File: src/rtl/bounded_sorted_array_list_defines.svh
// assertion macros shared by the rtl
`ifndef BOUNDED_SORTED_ARRAY_LIST_DEFINES_SVH
`define BOUNDED_SORTED_ARRAY_LIST_DEFINES_SVH

// same-cycle implication, checked out of reset
`define BSAL_ASSERT_NOW(label, clk, rst_n, ante, cons) \
	label: assert property (@(posedge clk) disable iff (!rst_n) (ante) |-> (cons)) \
		else $error("bsal check failed");

// next-cycle implication, checked out of reset
`define BSAL_ASSERT_NEXT(label, clk, rst_n, ante, cons) \
	label: assert property (@(posedge clk) disable iff (!rst_n) (ante) |=> (cons)) \
		else $error("bsal check failed");

`endif

File: src/rtl/bsal_pkg.sv
package bsal_pkg;

	// list geometry
	localparam int DEPTH        = 64;
	localparam int PAYLOAD_BITS = 64;
	localparam int CNT_W        = $clog2(DEPTH + 1);

	// fixed field widths
	localparam int KEY_W   = 32;
	localparam int PAY_W   = 64;
	localparam int POS_W   = 7;
	localparam int ENTRY_W = 7;

	// operation codes
	typedef enum logic [2:0] {
		FN_APPEND    = 3'd0,
		FN_PREPEND   = 3'd1,
		FN_SORTED    = 3'd2,
		FN_REM_LAST  = 3'd3,
		FN_REM_FIRST = 3'd4,
		FN_REM_KEY   = 3'd5,
		FN_READ      = 3'd6,
		FN_FIND      = 3'd7
	} func_t;

	// controller sequencing
	typedef enum logic {
		ST_IDLE,
		ST_APPLY
	} state_t;

	// what a cell loads on the apply cycle
	typedef enum logic [1:0] {
		CELL_HOLD,
		CELL_LOAD_NEW,
		CELL_FROM_LEFT,
		CELL_FROM_RIGHT
	} cell_act_t;

	typedef struct packed {
		cell_act_t action;
		logic      capture;
	} cell_ctrl_t;

	// one stored record
	typedef struct packed {
		logic signed [KEY_W-1:0] key;
		logic [PAYLOAD_BITS-1:0] payload;
	} rec_t;

	localparam int REC_W = $bits(rec_t);

	typedef struct packed {
		func_t                   func;
		logic signed [KEY_W-1:0] item_key;
		logic [PAY_W-1:0]        item_payload;
		logic [POS_W-1:0]        position;
	} in_item_t;

	typedef struct packed {
		logic                    ok;
		logic signed [KEY_W-1:0] found_key;
		logic [PAY_W-1:0]        found_payload;
		logic [ENTRY_W-1:0]      entry_count;
		logic                    is_full;
		logic                    is_empty;
	} out_item_t;

	// inclusive prefix or toward higher indexes, log-depth
	function automatic logic [DEPTH-1:0] prefix_or(input logic [DEPTH-1:0] v);
		logic [DEPTH-1:0] r;
		r = v;
		for (int s = 1; s < DEPTH; s = s * 2) begin
			r = r | (r << s);
		end
		return r;
	endfunction

endpackage

File: src/rtl/bsal_cell.sv
module bsal_cell (
	input  logic                             clk,
	input  logic                             arst_n,
	input  bsal_pkg::cell_ctrl_t             ctrl,
	input  logic signed [bsal_pkg::KEY_W-1:0] cmp_key,
	input  bsal_pkg::rec_t                   new_rec,
	input  bsal_pkg::rec_t                   left_rec,
	input  bsal_pkg::rec_t                   right_rec,
	output bsal_pkg::rec_t                   rec,
	output logic                             match_s1,
	output logic                             ge_s1
);

	bsal_pkg::rec_t rec_q;

	// record storage, shifted by neighbors
	always_ff @(posedge clk) begin
		unique case (ctrl.action)
			bsal_pkg::CELL_HOLD:       rec_q <= rec_q;
			bsal_pkg::CELL_LOAD_NEW:   rec_q <= new_rec;
			bsal_pkg::CELL_FROM_LEFT:  rec_q <= left_rec;
			bsal_pkg::CELL_FROM_RIGHT: rec_q <= right_rec;
			default:                   rec_q <= rec_q;
		endcase
	end

	// compare flags captured with the incoming transaction
	always_ff @(posedge clk or negedge arst_n) begin
		if (!arst_n) begin
			match_s1 <= 1'b0;
			ge_s1    <= 1'b0;
		end else if (ctrl.capture) begin
			match_s1 <= (rec_q.key == cmp_key);
			ge_s1    <= ($signed(rec_q.key) >= cmp_key);
		end
	end

	assign rec = rec_q;

endmodule

File: config.mk
export PLATFORM = sky130hd
export DESIGN_NAME = bsal_cell
export DESIGN_NICKNAME = d
export VERILOG_FILES = /design/src/rtl/bounded_sorted_array_list_defines.svh /design/src/rtl/bsal_pkg.sv /design/src/rtl/bsal_cell.sv
export SDC_FILE = /design/constraint.sdc
export NUM_CORES = 1
export LEC_CHECK = 0
export BUFFER_PORTS_ARGS = -buffer_cell sky130_fd_sc_hd__clkbuf_2
export CORE_AREA = 2 2 166 168
export DETAILED_ROUTE_END_ITERATION = 6
export DIE_AREA = 0 0 168 170
export PLACE_DENSITY = 0.55
export SYNTH_ARGS = -nofsm -noshare
export SYNTH_HDL_FRONTEND = slang
export SYNTH_SLANG_ARGS = --single-unit
File: constraint.sdc
create_clock -name clk -period 2 [get_ports clk]
set_input_delay 0.2 -clock clk [delete_from_list [all_inputs] [get_ports clk]]
set_output_delay 0.2 -clock clk [all_outputs]
set_load 0.01 [all_outputs]
# == Yosys cells after proc, flatten, opt, wreduce, memory -nomap -nowiden ==
# Index checks and enable logic that the tools add are counted.
# op_classes
n_reduce_logical,1
n_mux,1
n_lt_le_gt_ge,1
eq_ne,4
# op_table
cell,count
96-bit one-hot mux with 3 select lines,1
32-bit == test,1
32-bit >= comparator,1
2-bit == test (second input constant),2
2-bit by 1-bit == test with 1-bit output (second input constant),1
2-bit logical NOT,1
# totals
output_inout_bits,98
regBits,98
in_bits,325

# == Longest topological paths before layout ==
# Gate-level depths: netlist of run 1.
# logic_depth
ltp_word,2
mapped_depth,8

# == Worst setup path before layout of run 1 ==
# Ideal clock, no wire load.
# synth_path
kind,input -> register
startpoint,input port ctrl[1] in the netlist's numbering
endpoint,register rec_q (netlist bit rec[0]) (enable)
arrival_time_ns,2.025
t_required_ns,1.586
path_stages,4
n_path_buf,3
path_slack_ns,-0.438
cell_sequence,buf_2 buf_4 buf_2 or2_2
# synth_between
elab_chain_len,1
# synth_rtl
item,line,rtl
"start, declared",bsal_cell.sv:4,"input bsal_pkg::cell_ctrl_t ctrl,"
2-bit logical NOT,bsal_cell.sv:18,unique case (ctrl.action)
"end signal, assigned",bsal_cell.sv:19,bsal_pkg::CELL_HOLD: rec_q <= rec_q;
"end signal, assigned",bsal_cell.sv:20,bsal_pkg::CELL_LOAD_NEW: rec_q <= new_rec;
"end signal, assigned",bsal_cell.sv:21,bsal_pkg::CELL_FROM_LEFT: rec_q <= left_rec;
"end, declared",bsal_cell.sv:14,bsal_pkg::rec_t rec_q;
# No other way between the ends.
# A chain may end at the register's enable or synchronous reset.

# == Final worst setup path of run 1 ==
# layout_path
startpoint,register rec_q (netlist bit rec[65])
endpoint,register ge_s1
# layout_between
elab_chain_len,1
# layout_rtl
item,line,rtl
32-bit >= comparator,bsal_cell.sv:34,ge_s1 <= ($signed(rec_q.key) >= cmp_key);
"end signal, assigned",bsal_cell.sv:34,
"end, declared",bsal_cell.sv:11,output logic ge_s1
# No other way between the ends.

==> results of run 1 <==
## synth_stat cells
cell type  number  area [µm²]
a21oi_1       114         571
nor2_1        101         379
edfxtp_1       96        2880
mux2i_1        96         961
inv_1          33         124
ha_1           32         400
clkbuf_1       20        75.1
buf_2          10        50.1
nand2_1         8        30.0
o21ai_0         6        30.0
nand3_1         4        20.0
nand4_2         4        50.1
dfrtp_1         2        50.1
nand4_1         2        12.5
a211oi_1        1        7.51
a211oi_2        1        12.5
a21o_1          1        7.51
a311oi_1        1        8.76
and3_1          1        6.26
buf_1           1        3.75
buf_4           1        7.51
nand4_4         1        21.3
nor2b_1         1        6.26
nor3_1          1        5.00
nor3_2          1        10.0
nor4_4          1        21.3
o2111ai_1       1        8.76
o211ai_1        1        7.51
or2_2           1        6.26
## sequential cells by signal, indices dropped and copies added, names as in the netlist
name,count
ge_s1,1
rec,96
match_s1,1
## through the flow
step	util, %	cells	cell area, µm²	setup WS [ns]	power [mW]
floorplan	-	543	5780	0.0364	3.38
global placement	31.7	1296	8450	0.194	4.18
detailed placement	31.7	1296	8450	0.150	4.20
CTS	32.8	1313	8740	0.141	5.99
global route	32.8	1313	8740	0.00332	6.20
finish	32.8	1313	8740	0.160	5.87
## worst max-delay path, cell delays in order, from the launching register on
cell and delay [ns]:
edfxtp_1 0.42, ha_1 0.31, nor2b_1 0.12, o211ai_1 0.08
a21oi_1 0.13, buf_4 0.14, o2111ai_1 0.13, a311oi_1 0.34
a211oi_2 0.06
## path summary, 6_finish.rpt
path                                      startpoint  depth (start not counted)  slack (ns)                    to
worst max-delay path               rec[65]$_DFFE_PP_                          8        0.16     ge_s1$_DFFE_PN0P_
worst min-delay path                     new_rec[20]                          3        0.16     rec[20]$_DFFE_PP_
worst max register to register     rec[65]$_DFFE_PP_                          8        0.16     ge_s1$_DFFE_PN0P_
worst min register to register  match_s1$_DFFE_PN0P_                          2        0.56  match_s1$_DFFE_PN0P_
max in group asynchronous                     arst_n                          2        1.71     ge_s1$_DFFE_PN0P_
min in group asynchronous                     arst_n                          2        0.18  match_s1$_DFFE_PN0P_
## what timing repair did
item	4_1_cts	5_1_grt
setup buffers	0	0
hold buffers	1	0
endpoints found under the hold margin	2	0
endpoints found under the setup margin	0	0
## cell type report
type                       instances  area [µm²]  share of cell area (%)
sequential                        98        2930                    33.6
multi-input combinational        380        2580                    29.6
timing repair buffer             445        2390                    27.3
tap                              341         427                    4.88
clock buffer                      10         229                    2.62
inverter                          33         124                    1.42
clock inverter                     6        56.3                   0.644
## kinds of logic after synthesis
family,share of synthesized area (%)
buffers and inverters,4.51
adder cells (fa/ha/maj),6.93
AND/OR/NAND/NOR,9.84
flip-flops,50.8
AO/OA/AOI/OAI,11.3
multiplexers,16.6
## power by group
part / total, mW / switching (mW) / internal [mW]
clock network: 1.74 / 0.863 / 0.876
registers: 2.63 / 0.0938 / 2.54
logic: 1.50 / 0.791 / 0.706
## metal layers
metal | vias to the layer above | track usage, % | part of all wire, %
met3 | 19 | 4.95 | 8.8
met5 | - | 0 | 0
met2 | 266 | 27.2 | 52
met4 | 0 | 4.23 | 1.9
li1 | 2818 | - | -
met1 | 2483 | 15.4 | 38
==> run summary, run 1 <==
The cell area that synthesis handed to floorplanning was 5780 µm². STA classifies the critical path endpoint as a flip-flop. Clock tree root buffer cell: clkbuf_16. The worst-margin pin slew is 0.368 ns. At the later pin of the worst-skew pair, clock insertion delay measures 0.35 ns. The clock net in this run drives a total of 98 sinks. The library cells used most frequently in the layout, excluding fill and tap cells, are clkbuf_2 (420), a21oi_1 (114), nor2_1 (101). The Yosys warning count came out at 0. Setup repair after global routing left no endpoint under its margin.

The top fanout value on the critical path is 2, and the number of rows created at floorplan is 60. Number of iterations in the first detailed-routing pass: 4. For the number of global-route vias before repair, the log shows 5619. The first global-routing pass estimated 31200 µm of wire. Across every metal layer, demand over resource in global routing totals 14.5%. For this configuration, the core starts out at a cell density of 21.7%.

The min-delay analysis places its worst path in the category input pin to flip-flop. The detailed router placed 5586 vias in this run. In the final design database the tool counted 1324 nets. Routability-driven placement finished with a final weighted congestion of 0.811. The tightest hold path in the finished design has a slack of 0.158 ns.

The number of max-cap violations is 0. Headroom to the max-slew limit came out at 75.5%. The longest clock path from root to sink contains 2 buffers. The run gives 0 as the max-slew violation count. The data arrival time of the critical path is 2.07 ns, and the total of fill cells in the finished design is 2808. The per-cell routed wire length is 16.3 µm.

The number of resized instances in the post-cts repair step came out at 0. The post-route netlist has 48.1% of its cells at a drive strength greater than 1. The critical setup path kind is flip-flop to flip-flop. In this run the mean area of a mapped cell was 10.6 µm². The run gives 3 as the total number of H-tree levels. Synthesis produced a netlist with a net count of 900. The count of nets left with antenna violations once routing finished came out at 0. The die is 168 µm wide. The number of antenna violations at the first check in global routing came out at 1. Of the synthesized area, sequential elements account for 50.8%. For this design the top-level I/O count stands at 423. The number of vias per cell came out at 4.25. The tools report the critical path launch point type as a flip-flop.

The run finished with clean final reports. Final sum of negative setup slack: 0 ns. Setup violations remaining at the end of the flow were counted as 0. The total of buffers placed on input and output ports is 422.

Based on the critical path, the design can be clocked at up to 0.543 GHz. TritonCTS built the clock tree. The worst path uses 92.0% of the clock period. The die covers 28600 µm². The floorplan step defined a core boundary enclosing 26700 µm². Yosys mapped the design onto 29 distinct sky130hd cell types. At the worst endpoint, the required time is 2.23 ns. The analysis attributes to cell leakage a power of 4.46 nW.

Counting I/O delays and the setup requirement, the final critical path takes 1.84 ns. The repair_antennas step left the layout with diodes totalling 0. Entering global routing, the biggest net connects 67 pins. After detailed routing, the number of remaining DRC violations is 0.

The estimated wirelength of the detail-placed design was 18100 µm; the overall die height was 170 µm. Power density normalized to cell area: 671 nW/µm². The area growth from synthesis to layout is 51.3%. After clock tree synthesis, the clock-pin slew on the worst setup and hold paths is 0.08 ns. Counting the buffers created by CTS gives 9. The DRC marker count from the first detailed-route iteration is 213. Synthesis inferred 98 register bits. The remaining global-route overflow is 0. The library cell used most frequently in the layout, excluding fill and tap cells, is clkbuf_2. IR analysis of the VDD net gives a maximum drop of 395 µV. Synthesis produced a netlist whose cell count is 543. Clock skew on the completed layout was measured at 0.00942 ns. The number of hold-slack violations in the final timing report is 0. After detailed routing, the total wire length is 21500 µm.
Note: power is estimated with default switching activity, not from simulation.
==> inputs of run 2 (changes only) <==
--- a/config.mk
+++ b/config.mk
@@ -5,7 +5,7 @@
 export SDC_FILE = /design/constraint.sdc
 export NUM_CORES = 1
 export LEC_CHECK = 0
-export BUFFER_PORTS_ARGS = -buffer_cell sky130_fd_sc_hd__clkbuf_2
+export BUFFER_PORTS_ARGS = -buffer_cell sky130_fd_sc_hd__buf_4
 export CORE_AREA = 2 2 166 168
 export DETAILED_ROUTE_END_ITERATION = 6
 export DIE_AREA = 0 0 168 170
==> constraint.sdc (replaced) <==
create_clock -name clk -period 2.11 [get_ports clk]
set_input_delay 0.211 -clock clk [delete_from_list [all_inputs] [get_ports clk]]
set_output_delay 0.211 -clock clk [all_outputs]
set_load 0.01 [all_outputs]
==> run summary, run 2 (synthesis gave the netlist of run 1 again) <==
The run finished with clean final reports. The shortest period the worst path allows is 1.94 ns. The number of iterations in the first detailed-routing pass is 4. The area of the core is 26700 µm², and the portion of the clock cycle consumed by the worst path in the final layout is 91.8%. For the count of nets after finishing, the log shows 1316. The tools report the number of hold-slack violations in the final timing report as 0. Clock tree synthesis selected as its root buffer the cell clkbuf_16. TritonCTS built the clock tree. The repair_antennas step left the layout with diodes totalling 0. The startpoint identified for the worst hold timing path is new_rec[50].

For the worst-skew pair, the clock arrives at the later sink with an insertion delay of 0.34 ns. Power spread over the standard cell area amounts to 613 nW/µm². The initial utilization of the core area, before any placement, comes to 21.7%.

Routability-driven placement finished with a final weighted congestion of 0.785. The leakage power was 4.70 nW; the number of vias per cell was 4.24. For the worst setup path, the data arrival time is 2.16 ns. The run gives 2 as the buffer depth of the longest clock path. The via count is 5538.

For this design, the sink count on the clock tree is 98. The run gives 74.8% as the headroom to the max-slew limit. In this run switching power makes up 28.1% of total power. In this run the power spent charging and discharging nets is 1.68 mW. By startpoint and endpoint, the worst setup path is classified as flip-flop to flip-flop.

The run gives 9 as the number of buffers inserted during clock tree synthesis. Setup violations remaining at the end of the flow were counted as 0. The largest clock skew in the final design was 0.00751 ns. The required time at the worst-slack endpoint was 2.34 ns. The fraction of power consumed by combinational cells came out at 28.1%. The clock-pin slew reported for the worst setup and hold paths after clock tree synthesis is 0.09 ns. The tools report the first-pass GRT wire length as 32700 µm.

The internal power of the cells totals 4.29 mW. The multi-input combinational cells in the finished layout cover a total of 2580 µm². Setup repair after global routing left no endpoint under its margin. The maximum single-stage delay on the critical path works out to 0.41 ns. The critical path goes through ha_1, nor2b_1, o211ai_1, a21oi_1, o2111ai_1, a311oi_1, a211oi_2. Counting instances, the worst hold path has a depth of 3.

Of the cells placed in the final design, the portion with a size suffix greater than 1 is 47.8%. For the number of antenna violations at the first check in global routing, the log shows 0. CTS built an H-tree with a depth of 3. With fillers left out, the area of the finished cells amounts to 9750 µm². The number of cells traversed by the worst register-to-register path is 7.

STA classifies the critical path startpoint as a flip-flop. Cells fill 36.6% of the core in the end. The total of buffers placed on input and output ports was 422; the post-CTS setup repair buffer count was 0. Max-cap violations in this run came to 0. The run gives 0 as the max-slew violation count. The tools report the critical register-to-register path startpoint as rec[65]$_DFFE_PP_.

The overall die height is 170 µm. The remaining global-route overflow is 0, and the worst-margin pin slew is 0.378 ns. The flip-flop count of the largest register after layout was 96; the worst vdd rail ir drop was 319 µV. Width of the die: 168 µm. The worst setup path is captured at a flip-flop. The number of global-route vias before repair came out at 5648. Leaving out fill and tap cells, the most frequent cell in the layout is buf_4.

Row generation in the floorplan step produced 60 rows. Entering global routing, the biggest net connects 58 pins. Along the worst path, the maximum fanout reaches 2.

The total of fill cells in the finished design was 2771. For the clock network fraction of total power, the log shows 30.0%. Of the total power, registers draw 41.8%. After detailed placement, the total cell area comes to 9420 µm². Global routing used 15.2% of the available tracks across all layers.

Class of the tightest hold or removal check: input pin to flip-flop. The per-cell routed wire length came out at 17.2 µm. For this run, design rule violations remaining after detail routing come to 0. For this run, the top clock speed supported by timing is 0.516 GHz. The worst-case hold path end point is rec[50]$_DFFE_PP_. Die area: 28600 µm².

The HPWL after detailed placement is 18500 µm. The count of nets left with antenna violations after detail routing is 0. The cell family contributing the most delay on the critical path is compound AO/OA/AOI/OAI gates. In the layout the commonest cells are buf_4 (428), a21oi_1 (114), nor2_1 (101).

423 I/O pins were placed. For this block, the routed nets add up to 22500 µm of wire. The area growth from synthesis to layout is 68.7%.

The detailed router finished its first iteration with 208 violations. Master of the slowest instance on the critical path: edfxtp_1. Registers take 2930 µm². Setup total negative slack on the finished layout was measured at 0 ns.

In this run the register-to-register setup slack is 0.17 ns. The endpoint of the worst register-to-register path was ge_s1$_DFFE_PN0P_. The critical path contains buffers and inverters numbering 0 combined.
[run 2: cell types whose count changed in the layout (fill, tap and decap cells not counted), sizes merged]
cell	delta
buf	+412
bufinv	+1
clkbuf	-421
clkinv	+1
inv	-1
[run 2: area by class of cell]
class                   instances  share of cell area (%)
inverters                      33                    1.27
multi-input cells             380                    26.5
well taps                     341                    4.38
clock inverters                 7                   0.886
flip-flops and latches         98                    30.1
clock buffers                   9                    2.31
repair buffers                437                    34.5
[run 2: worst max-delay path by stage]
| stage | cells after the start | end | start | slack (ns) |
|---|---|---|---|---|
| floorplan | 4 | rec[0]$_DFFE_PP_ | ctrl[1] | 0.14 |
| global placement | 7 | ge_s1$_DFFE_PN0P_ | rec[65]$_DFFE_PP_ | 0.22 |
| detailed placement | 7 | ge_s1$_DFFE_PN0P_ | rec[65]$_DFFE_PP_ | 0.14 |
| CTS | 7 | ge_s1$_DFFE_PN0P_ | rec[65]$_DFFE_PP_ | 0.14 |
| global route | 7 | ge_s1$_DFFE_PN0P_ | rec[95]$_DFFE_PP_ | 0.04 |
| finish | 7 | ge_s1$_DFFE_PN0P_ | rec[65]$_DFFE_PP_ | 0.17 |
[run 2: power by group through the flow]
stage                     Combinational (mW)  Clock (mW)  Sequential (mW)
after floorplan                        0.548           0             2.65
after detailed placement                1.71           0             2.54
after global routing                    1.84        1.94             2.53
final                                   1.68        1.79             2.50
after CTS                               1.72        1.88             2.50
after global placement                  1.71           0             2.53
[run 2: worst reg2reg max path, stage by stage (launching register included)]
cell       delay [ns]
edfxtp_1         0.41
ha_1             0.31
nor2b_1          0.13
o211ai_1         0.09
a21oi_1          0.29
o2111ai_1        0.20
a311oi_1         0.34
a211oi_2         0.06
[run 2: per-stage QoR]
stage | power [mW] | hold slack, ns | cells | setup WS, ns
6_report | 5.97 | 0.162 | 1305 | 0.173
5_1_grt | 6.30 | 0.148 | 1305 | 0.0447
4_1_cts | 6.10 | 0.144 | 1305 | 0.135
3_5_place_dp | 4.25 | -0.0000778 | 1288 | 0.142
3_3_place_gp | 4.24 | 0.00130 | 1288 | 0.218
2_1_floorplan | 3.20 | -0.0846 | 543 | 0.135
[run 2: metal layers]
metal	vias up	global-route usage [%]	share of wire, %
met5	-	0	0
met4	0	2.95	0.74
met3	9	5.40	9.0
met2	244	27.6	52
met1	2477	17.2	38
li1	2808	-	-
[run 2: timing repair]
item | CTS | global route
gates resized for setup | 0 | 0
hold buffers | 1 | 0
endpoints found under the hold margin | 2 | 0
endpoints found under the setup margin | 0 | 0
